--- src/rtl/lpg_pkg.sv ---
`default_nettype none
package lpg_pkg;

  localparam int COORD_BITS  = 12;
  localparam int ERR_BITS    = COORD_BITS + 2;
  localparam int COLOR_BITS  = 32;
  localparam int QUEUE_DEPTH = 2;
  localparam int QPTR_BITS   = $clog2(QUEUE_DEPTH);
  localparam int QCNT_BITS   = $clog2(QUEUE_DEPTH + 1);

  localparam int IN_FIELD_BITS  = 4 * COORD_BITS;
  localparam int IN_DATA_W      = ((IN_FIELD_BITS + 7) / 8) * 8;
  localparam int OUT_FIELD_BITS = 2 * COORD_BITS + COLOR_BITS;
  localparam int OUT_DATA_W     = ((OUT_FIELD_BITS + 7) / 8) * 8;

  typedef enum logic {
    CMD_START = 1'b0,
    CMD_STEP  = 1'b1
  } cmd_t;

  typedef logic [COORD_BITS-1:0]      coord_t;
  typedef logic signed [ERR_BITS-1:0] err_t;

  // Decoded command as it sits in the queue; setup terms only matter on start.
  typedef struct packed {
    cmd_t   cmd;
    coord_t x0;
    coord_t y0;
    coord_t x1;
    coord_t y1;
    coord_t dx;
    coord_t dy;
    logic   xb;
    logic   yb;
    err_t   err;
  } op_t;

  typedef struct packed {
    logic valid;
    logic full;
  } q_stat_t;

endpackage
`default_nettype wire

--- src/rtl/lpg_front.sv ---
`default_nettype none
module lpg_front (
  input  wire logic                     clk,
  input  wire logic                     rst_n,
  input  wire logic                     in_tvalid,
  output logic                          in_tready,
  input  wire logic [lpg_pkg::IN_DATA_W-1:0] in_tdata,
  input  wire logic [0:0]               in_tuser,
  input  wire lpg_pkg::q_stat_t         q_stat,
  output logic                          q_push,
  output lpg_pkg::op_t                  q_op
);
  import lpg_pkg::*;

  logic   op_valid_r, op_valid_nxt;
  op_t    op_r;
  op_t    op_nxt;
  coord_t x0, y0, x1, y1;
  logic   accept;

  assign x0 = in_tdata[0*COORD_BITS +: COORD_BITS];
  assign y0 = in_tdata[1*COORD_BITS +: COORD_BITS];
  assign x1 = in_tdata[2*COORD_BITS +: COORD_BITS];
  assign y1 = in_tdata[3*COORD_BITS +: COORD_BITS];

  assign q_push    = op_valid_r && !q_stat.full;
  assign in_tready = !op_valid_r || !q_stat.full;
  assign accept    = in_tvalid && in_tready;
  assign q_op      = op_r;

  // Precompute the line setup so the back end only loads it.
  always_comb begin
    op_nxt.cmd = cmd_t'(in_tuser[0]);
    op_nxt.x0  = x0;
    op_nxt.y0  = y0;
    op_nxt.x1  = x1;
    op_nxt.y1  = y1;
    op_nxt.xb  = !(x0 < x1);
    op_nxt.yb  = !(y0 < y1);
    op_nxt.dx  = (x0 > x1) ? (x0 - x1) : (x1 - x0);
    op_nxt.dy  = (y0 > y1) ? (y0 - y1) : (y1 - y0);
    op_nxt.err = err_t'({2'b00, op_nxt.dx}) - err_t'({2'b00, op_nxt.dy});
  end

  always_comb begin
    op_valid_nxt = op_valid_r;
    if (accept) begin
      op_valid_nxt = 1'b1;
    end else if (q_push) begin
      op_valid_nxt = 1'b0;
    end
  end

  always_ff @(posedge clk) begin
    if (!rst_n) begin
      op_valid_r <= 1'b0;
    end else begin
      op_valid_r <= op_valid_nxt;
    end
  end

  always_ff @(posedge clk) begin
    if (accept) begin
      op_r <= op_nxt;
    end
  end

endmodule
`default_nettype wire

--- src/rtl/lpg_queue.sv ---
`default_nettype none
module lpg_queue (
  input  wire logic          clk,
  input  wire logic          rst_n,
  input  wire logic          push,
  input  wire lpg_pkg::op_t  push_op,
  input  wire logic          pop,
  output lpg_pkg::op_t       head_op,
  output lpg_pkg::q_stat_t   stat
);
  import lpg_pkg::*;

  op_t                  mem_r [QUEUE_DEPTH];
  logic [QPTR_BITS-1:0] wr_ptr_r, wr_ptr_nxt;
  logic [QPTR_BITS-1:0] rd_ptr_r, rd_ptr_nxt;
  logic [QCNT_BITS-1:0] cnt_r, cnt_nxt;
  logic                 do_push, do_pop;

  assign stat.valid = (cnt_r != '0);
  assign stat.full  = (cnt_r == QCNT_BITS'(QUEUE_DEPTH));
  assign head_op    = mem_r[rd_ptr_r];
  assign do_push    = push && !stat.full;
  assign do_pop     = pop && stat.valid;

  always_comb begin
    wr_ptr_nxt = wr_ptr_r;
    rd_ptr_nxt = rd_ptr_r;
    cnt_nxt    = cnt_r;
    if (do_push) begin
      wr_ptr_nxt = (wr_ptr_r == QPTR_BITS'(QUEUE_DEPTH - 1)) ? '0 : wr_ptr_r + 1'b1;
    end
    if (do_pop) begin
      rd_ptr_nxt = (rd_ptr_r == QPTR_BITS'(QUEUE_DEPTH - 1)) ? '0 : rd_ptr_r + 1'b1;
    end
    if (do_push && !do_pop) begin
      cnt_nxt = cnt_r + 1'b1;
    end else if (do_pop && !do_push) begin
      cnt_nxt = cnt_r - 1'b1;
    end
  end

  always_ff @(posedge clk) begin
    if (!rst_n) begin
      wr_ptr_r <= '0;
      rd_ptr_r <= '0;
      cnt_r    <= '0;
    end else begin
      wr_ptr_r <= wr_ptr_nxt;
      rd_ptr_r <= rd_ptr_nxt;
      cnt_r    <= cnt_nxt;
    end
  end

  always_ff @(posedge clk) begin
    if (do_push) begin
      mem_r[wr_ptr_r] <= push_op;
    end
  end

endmodule
`default_nettype wire

--- src/rtl/lpg_back.sv ---
`default_nettype none
module lpg_back (
  input  wire logic                           clk,
  input  wire logic                           rst_n,
  input  wire lpg_pkg::q_stat_t               q_stat,
  input  wire lpg_pkg::op_t                   q_op,
  output logic                                q_pop,
  input  wire logic                           cfg_wr_en,
  input  wire logic [lpg_pkg::COLOR_BITS-1:0] cfg_wr_data,
  output logic                                out_tvalid,
  input  wire logic                           out_tready,
  output logic [lpg_pkg::OUT_DATA_W-1:0]      out_tdata,
  output logic                                out_tlast
);
  import lpg_pkg::*;

  localparam int TW = ERR_BITS + 1;

  logic                  busy_r, busy_nxt;
  coord_t                cur_x_r, cur_x_nxt, cur_y_r, cur_y_nxt;
  coord_t                end_x_r, end_x_nxt, end_y_r, end_y_nxt;
  coord_t                dx_r, dx_nxt, dy_r, dy_nxt;
  err_t                  err_r, err_nxt;
  logic                  xb_r, xb_nxt, yb_r, yb_nxt;
  logic [COLOR_BITS-1:0] color_r;

  logic                  out_valid_r, out_valid_nxt;
  coord_t                px_r, py_r;
  logic [COLOR_BITS-1:0] pcolor_r;
  logic                  plast_r;

  logic                  out_free, is_start, emit, at_end, move_x, move_y;
  logic signed [TW-1:0]  twice, dx_s, dy_s;

  assign out_free = !out_valid_r || out_tready;
  assign is_start = (q_op.cmd == CMD_START);
  // A step on an idle line is dropped without needing the output slot.
  assign q_pop    = q_stat.valid && (is_start || !busy_r || out_free);
  assign emit     = q_pop && !is_start && busy_r;
  assign at_end   = (cur_x_r == end_x_r) && (cur_y_r == end_y_r);

  assign twice  = {err_r, 1'b0};
  assign dx_s   = {{(TW - COORD_BITS){1'b0}}, dx_r};
  assign dy_s   = {{(TW - COORD_BITS){1'b0}}, dy_r};
  assign move_x = twice > -dy_s;
  assign move_y = twice < dx_s;

  always_comb begin
    busy_nxt  = busy_r;
    cur_x_nxt = cur_x_r;
    cur_y_nxt = cur_y_r;
    end_x_nxt = end_x_r;
    end_y_nxt = end_y_r;
    dx_nxt    = dx_r;
    dy_nxt    = dy_r;
    err_nxt   = err_r;
    xb_nxt    = xb_r;
    yb_nxt    = yb_r;
    if (q_pop && is_start) begin
      busy_nxt  = 1'b1;
      cur_x_nxt = q_op.x0;
      cur_y_nxt = q_op.y0;
      end_x_nxt = q_op.x1;
      end_y_nxt = q_op.y1;
      dx_nxt    = q_op.dx;
      dy_nxt    = q_op.dy;
      err_nxt   = q_op.err;
      xb_nxt    = q_op.xb;
      yb_nxt    = q_op.yb;
    end else if (emit) begin
      if (at_end) begin
        busy_nxt = 1'b0;
      end else begin
        err_nxt = err_r - (move_x ? err_t'({2'b00, dy_r}) : '0)
                        + (move_y ? err_t'({2'b00, dx_r}) : '0);
        if (move_x) begin
          cur_x_nxt = xb_r ? cur_x_r - 1'b1 : cur_x_r + 1'b1;
        end
        if (move_y) begin
          cur_y_nxt = yb_r ? cur_y_r - 1'b1 : cur_y_r + 1'b1;
        end
      end
    end
  end

  always_comb begin
    out_valid_nxt = out_valid_r;
    if (emit) begin
      out_valid_nxt = 1'b1;
    end else if (out_tready) begin
      out_valid_nxt = 1'b0;
    end
  end

  always_ff @(posedge clk) begin
    if (!rst_n) begin
      busy_r      <= 1'b0;
      cur_x_r     <= '0;
      cur_y_r     <= '0;
      end_x_r     <= '0;
      end_y_r     <= '0;
      dx_r        <= '0;
      dy_r        <= '0;
      err_r       <= '0;
      xb_r        <= 1'b0;
      yb_r        <= 1'b0;
      color_r     <= '0;
      out_valid_r <= 1'b0;
    end else begin
      busy_r      <= busy_nxt;
      cur_x_r     <= cur_x_nxt;
      cur_y_r     <= cur_y_nxt;
      end_x_r     <= end_x_nxt;
      end_y_r     <= end_y_nxt;
      dx_r        <= dx_nxt;
      dy_r        <= dy_nxt;
      err_r       <= err_nxt;
      xb_r        <= xb_nxt;
      yb_r        <= yb_nxt;
      out_valid_r <= out_valid_nxt;
      if (cfg_wr_en) begin
        color_r <= cfg_wr_data;
      end
    end
  end

  always_ff @(posedge clk) begin
    if (emit) begin
      px_r     <= cur_x_r;
      py_r     <= cur_y_r;
      pcolor_r <= color_r;
      plast_r  <= at_end;
    end
  end

  assign out_tvalid = out_valid_r;
  assign out_tlast  = plast_r;
  assign out_tdata  = OUT_DATA_W'({pcolor_r, py_r, px_r});

endmodule
`default_nettype wire

--- src/rtl/line_pixel_generator_top.sv ---
`default_nettype none
// Bresenham line rasterizer. A start beat (tuser = 0) loads both endpoints and
// yields no pixel; each step beat (tuser = 1) yields the current pixel with the
// color register and advances along the line, tlast marking the end point.
// A step with no line in progress is dropped; a start mid-line restarts.
// One beat is taken per clock cycle while in_tready is high; the step datapath
// (error update and coordinate move) is combinational, so a stream of steps gives
// one pixel per cycle while the output is not stalled. A pixel passes through the
// front setup register, a command queue entry and the output register before it
// shows on out_tvalid, and is held there while the output is stalled. Write color
// only while no beat is in flight.
module line_pixel_generator_top (
  input  wire logic                           clk,
  input  wire logic                           rst_n,
  input  wire logic                           in_tvalid,
  output logic                                in_tready,
  // x_start, y_start, x_end, y_end
  input  wire logic [lpg_pkg::IN_DATA_W-1:0]  in_tdata,
  // command
  input  wire logic [0:0]                     in_tuser,
  output logic                                out_tvalid,
  input  wire logic                           out_tready,
  // pixel_x, pixel_y, color
  output logic [lpg_pkg::OUT_DATA_W-1:0]      out_tdata,
  output logic                                out_tlast,
  input  wire logic                           cfg_wr_en,
  input  wire logic [lpg_pkg::COLOR_BITS-1:0] cfg_wr_data
);
  import lpg_pkg::*;

  q_stat_t q_stat;
  op_t     push_op, head_op;
  logic    q_push, q_pop;

  lpg_front u_front (
    .clk       (clk),
    .rst_n     (rst_n),
    .in_tvalid (in_tvalid),
    .in_tready (in_tready),
    .in_tdata  (in_tdata),
    .in_tuser  (in_tuser),
    .q_stat    (q_stat),
    .q_push    (q_push),
    .q_op      (push_op)
  );

  lpg_queue u_queue (
    .clk     (clk),
    .rst_n   (rst_n),
    .push    (q_push),
    .push_op (push_op),
    .pop     (q_pop),
    .head_op (head_op),
    .stat    (q_stat)
  );

  lpg_back u_back (
    .clk         (clk),
    .rst_n       (rst_n),
    .q_stat      (q_stat),
    .q_op        (head_op),
    .q_pop       (q_pop),
    .cfg_wr_en   (cfg_wr_en),
    .cfg_wr_data (cfg_wr_data),
    .out_tvalid  (out_tvalid),
    .out_tready  (out_tready),
    .out_tdata   (out_tdata),
    .out_tlast   (out_tlast)
  );

endmodule
`default_nettype wire

--- config.mk ---
export PLATFORM = sky130hd
export DESIGN_NAME = line_pixel_generator_top
export DESIGN_NICKNAME = d
export VERILOG_FILES = /design/src/rtl/lpg_pkg.sv /design/src/rtl/lpg_front.sv /design/src/rtl/lpg_queue.sv /design/src/rtl/lpg_back.sv /design/src/rtl/line_pixel_generator_top.sv
export SDC_FILE = /design/constraint.sdc
export NUM_CORES = 1
export LEC_CHECK = 0
export BUFFER_PORTS_ARGS = -buffer_cell sky130_fd_sc_hd__buf_2
export CAP_MARGIN = 25
export CORE_MARGIN = 4
export CORE_UTILIZATION = 48
export CTS_CLUSTER_SIZE = 28
export DETAILED_ROUTE_END_ITERATION = 6
export MAX_ROUTING_LAYER = met4
export PLACE_DENSITY = 0.76
export SLEW_MARGIN = 25
export SYNTH_ARGS = -nofsm -noshare
export SYNTH_HDL_FRONTEND = slang
export SYNTH_SLANG_ARGS = --single-unit
--- constraint.sdc ---
create_clock -name clk -period 14.61 [get_ports clk]
set_clock_uncertainty 0.2 [all_clocks]
set_input_delay 0.7305 -clock clk [delete_from_list [all_inputs] [get_ports clk]]
set_output_delay 0.7305 -clock clk [all_outputs]
set_load 0.02 [all_outputs]
==> run metrics <==
pwr dens between 150 and 200 nW/um2; TNS Setup 0 ns; Core Region ~43000 um2; final hold vios 0; top area cells in the synthesized netlist edfxtp_1 (45%), dfxtp_1 (12%), ha_1 (7.1%); CTS Hold Bufs 0; Initial Utilization 0.489; Yosys reg bits 449; layout cells sized above 1 0.139; drt via density 5.53; grt ovf 0; Worst setup SP type register; fin crit share 0.418; Synth top area share 0.454; num rows 76; syn avg cell area between 10 and 15 um2; first-pass GRT wire length 75500 um; M2 GR Usage 0.314; synth cell count leaders edfxtp_1 (321), nor2_1 (166), dfxtp_1 (128), inv_1 (128), mux2i_1 (125); synthesized area ~21000 um2; P&R area growth vs syn 12.5%; Skew-Pair Late Insertion Delay between 0.5 and 0.6 ns; ANT cells 0; first drt pass iteration count 5; initial antenna violation count 2; Comb pwr share 0.384; clock tree buffer depth 3; total power between 4 and 5 mW; vias in the first global route approximately 14k; Pleak between 9 and 10 nW; Die Y-Extent roughly 220 um; DR vias 13.8k; H-Tree Depth 2; fmax ~160 MHz; post-CTS resize count 0; Avg WL per Cell 19.4 um; outcome finished clean; CP arrival 6.32 ns; CTS Sinks roughly 450; 1st-iter DRT viols 1119; io pins roughly 150; final antenna-violating net count 0; Critical Path Fanout Max 18; Num CTS Buffers 43; Clock Power Share 0.231; Final GP Congestion 0.916; gr busiest metal met2; Crit. End Element register; Die ar. approximately 48000 um2; Setup Viol. Count Final 0; I/O Buffers ~140; number of flops mapped to enable cells by yosys 321; Slew Viols, Final 0; internal power roughly 3 mW; Tot GR Track Use 0.207; clock-pin slew on the worst setup and hold paths 0.06 ns; Syn Nets 1966; CTS tree built; top-count cell post-synth edfxtp_1; Worst Tran Pin Value roughly 0.97 ns; register share of total power 0.385; GR Util met1 0.295; synth unique cells 76; main flop type after synthesis edfxtp_1; Yosys top cell by area edfxtp_1; fill count roughly 3.6k; maxcap violations 0; Die W approximately 220 um; Layout Nets around 2.1k; Seq/Total Area, Yosys 0.575; Worst VDD drop around 0.00012 V; DRT Wirelength roughly 48000 um; Setup CP Type reg2reg; required time worst endpoint around 15 ns; GR Util met3 0.0285; Root Driver clkbuf_16; postcts setup bufs 0; Hold Crit Class in2reg; RSZ-0062 raised after global routing false; final critical-path required period 6.11 ns; drt drc 0; switching share of power 0.362; Synth Instances 1741; Sw Pwr roughly 1.7 mW; HPWL after DPL roughly 35000 um; Yosys warning count 0; largest net degree at the start of global routing 102; Synth async-reset ratio 0; Rel. slew slack 0.354
## final cells by class
type / instances / area [um2] / area share
clock inverter: 23 / 176 / 0.00739
clock buffer: 56 / 1210 / 0.0506
tap: 585 / 732 / 0.0307
timing repair buffer: 154 / 803 / 0.0337
sequential: 449 / 12200 / 0.511
inverter: 129 / 484 / 0.0203
multi-input combinational: 1093 / 8260 / 0.346
## state kept, by name (all words and copies together) (netlist names), named ones only
signal and count:
u_back.px_r 12, u_back.end_y_r 12, u_back.out_tlast 1, u_back.out_tvalid 1, u_queue.rd_ptr_r 1, u_back.dy_r 12
u_back.yb_r 1, u_back.xb_r 1, u_back.color_r 32, u_back.end_x_r 12, u_queue.wr_ptr_r 1, u_back.cur_x_r 12
u_back.cur_y_r 12, u_back.err_r 14, u_queue.mem_r 176, u_back.busy_r 1, u_front.q_op 88, u_back.pcolor_r 32
u_back.py_r 12, u_back.dx_r 12, u_front.op_valid_r 1, u_queue.cnt_r 2
## placed cells by master, fill, tap and decap left out, types with 31 or more instances in the layout
cell type	instances
nor2b_1	31
buf_2	144
o21ai_0	61
nor2_1	164
mux2i_1	125
edfxtp_1	321
nand2_1	64
a211oi_1	77
dfxtp_1	127
xor2_1	53
inv_1	127
xnor2_1	48
a21oi_1	73
clkbuf_16	45
ha_1	120
## metal layers
metal,wire [um],vias to the layer above
li1,-,6573
met1,22200,6657
met2,21700,463
met3,3060,83
met4,1310,0
met5,0,-
## power groups by stage
stage / clock network, mW / registers, mW / logic [mW]
global route: 1.16 / 1.84 / 2.03
floorplan: 0 / 1.76 / 1.40
finish: 1.09 / 1.81 / 1.81
detailed placement: 0 / 1.84 / 1.78
CTS: 1.11 / 1.81 / 1.80
global placement: 0 / 1.83 / 1.73
## cell families after synthesis
kind of cell / after synthesis / synth area share
mux: 148 / 0.0713
compound gates: 323 / 0.101
xor+xnor: 101 / 0.0417
buf+inv: 199 / 0.0374
fa+ha+maj: 139 / 0.0887
simple gates: 382 / 0.0850
flops: 449 / 0.575
## worst max-delay path, stage by stage, from the launching register on
cell,delay [ns]
dfxtp_1,0.36
or4_1,0.60
nor4_1,0.30
nand2_1,0.18
nor3_1,0.26
xor2_1,0.12
ha_1,0.29
nand4_1,0.14
or4_1,0.53
o21ai_0,0.09
a21oi_1,0.06
buf_4,0.22
and2_1,0.19
fa_1,0.55
inv_1,0.06
ha_1,0.30
a211oi_1,0.36
o211ai_1,0.20
a311oi_1,0.39
o21bai_1,0.15
a31oi_1,0.22
xnor2_1,0.14
a22oi_1,0.08
## final timing paths
| path | startpoint | to | slack [ns] | depth (start not counted) |
|---|---|---|---|---|
| setup / recovery | u_back.dy_r[2] | u_back.err_r[13] | 8.50 | 22 |
| hold / removal | in_tuser | u_front.q_op[88] | 0.17 | 1 |
| setup reg to reg | u_back.dy_r[2] | u_back.err_r[13] | 8.50 | 22 |
| hold reg to reg | u_back.color_r[26] | u_back.pcolor_r[26] | 0.23 | 0 |
## through the flow
step	std cells	worst slack, ns	instance area (um2)	util	hold slack [ns]
floorplan	1741	9.20	21200	-	0.208
global placement	2410	8.75	22500	0.518	0.210
detailed placement	2410	8.55	22500	0.518	0.213
CTS	2489	8.54	23900	0.550	0.147
global route	2489	8.01	23900	0.550	0.158
finish	2489	8.50	23900	0.550	0.172
(Power assumes the default switching activity.)
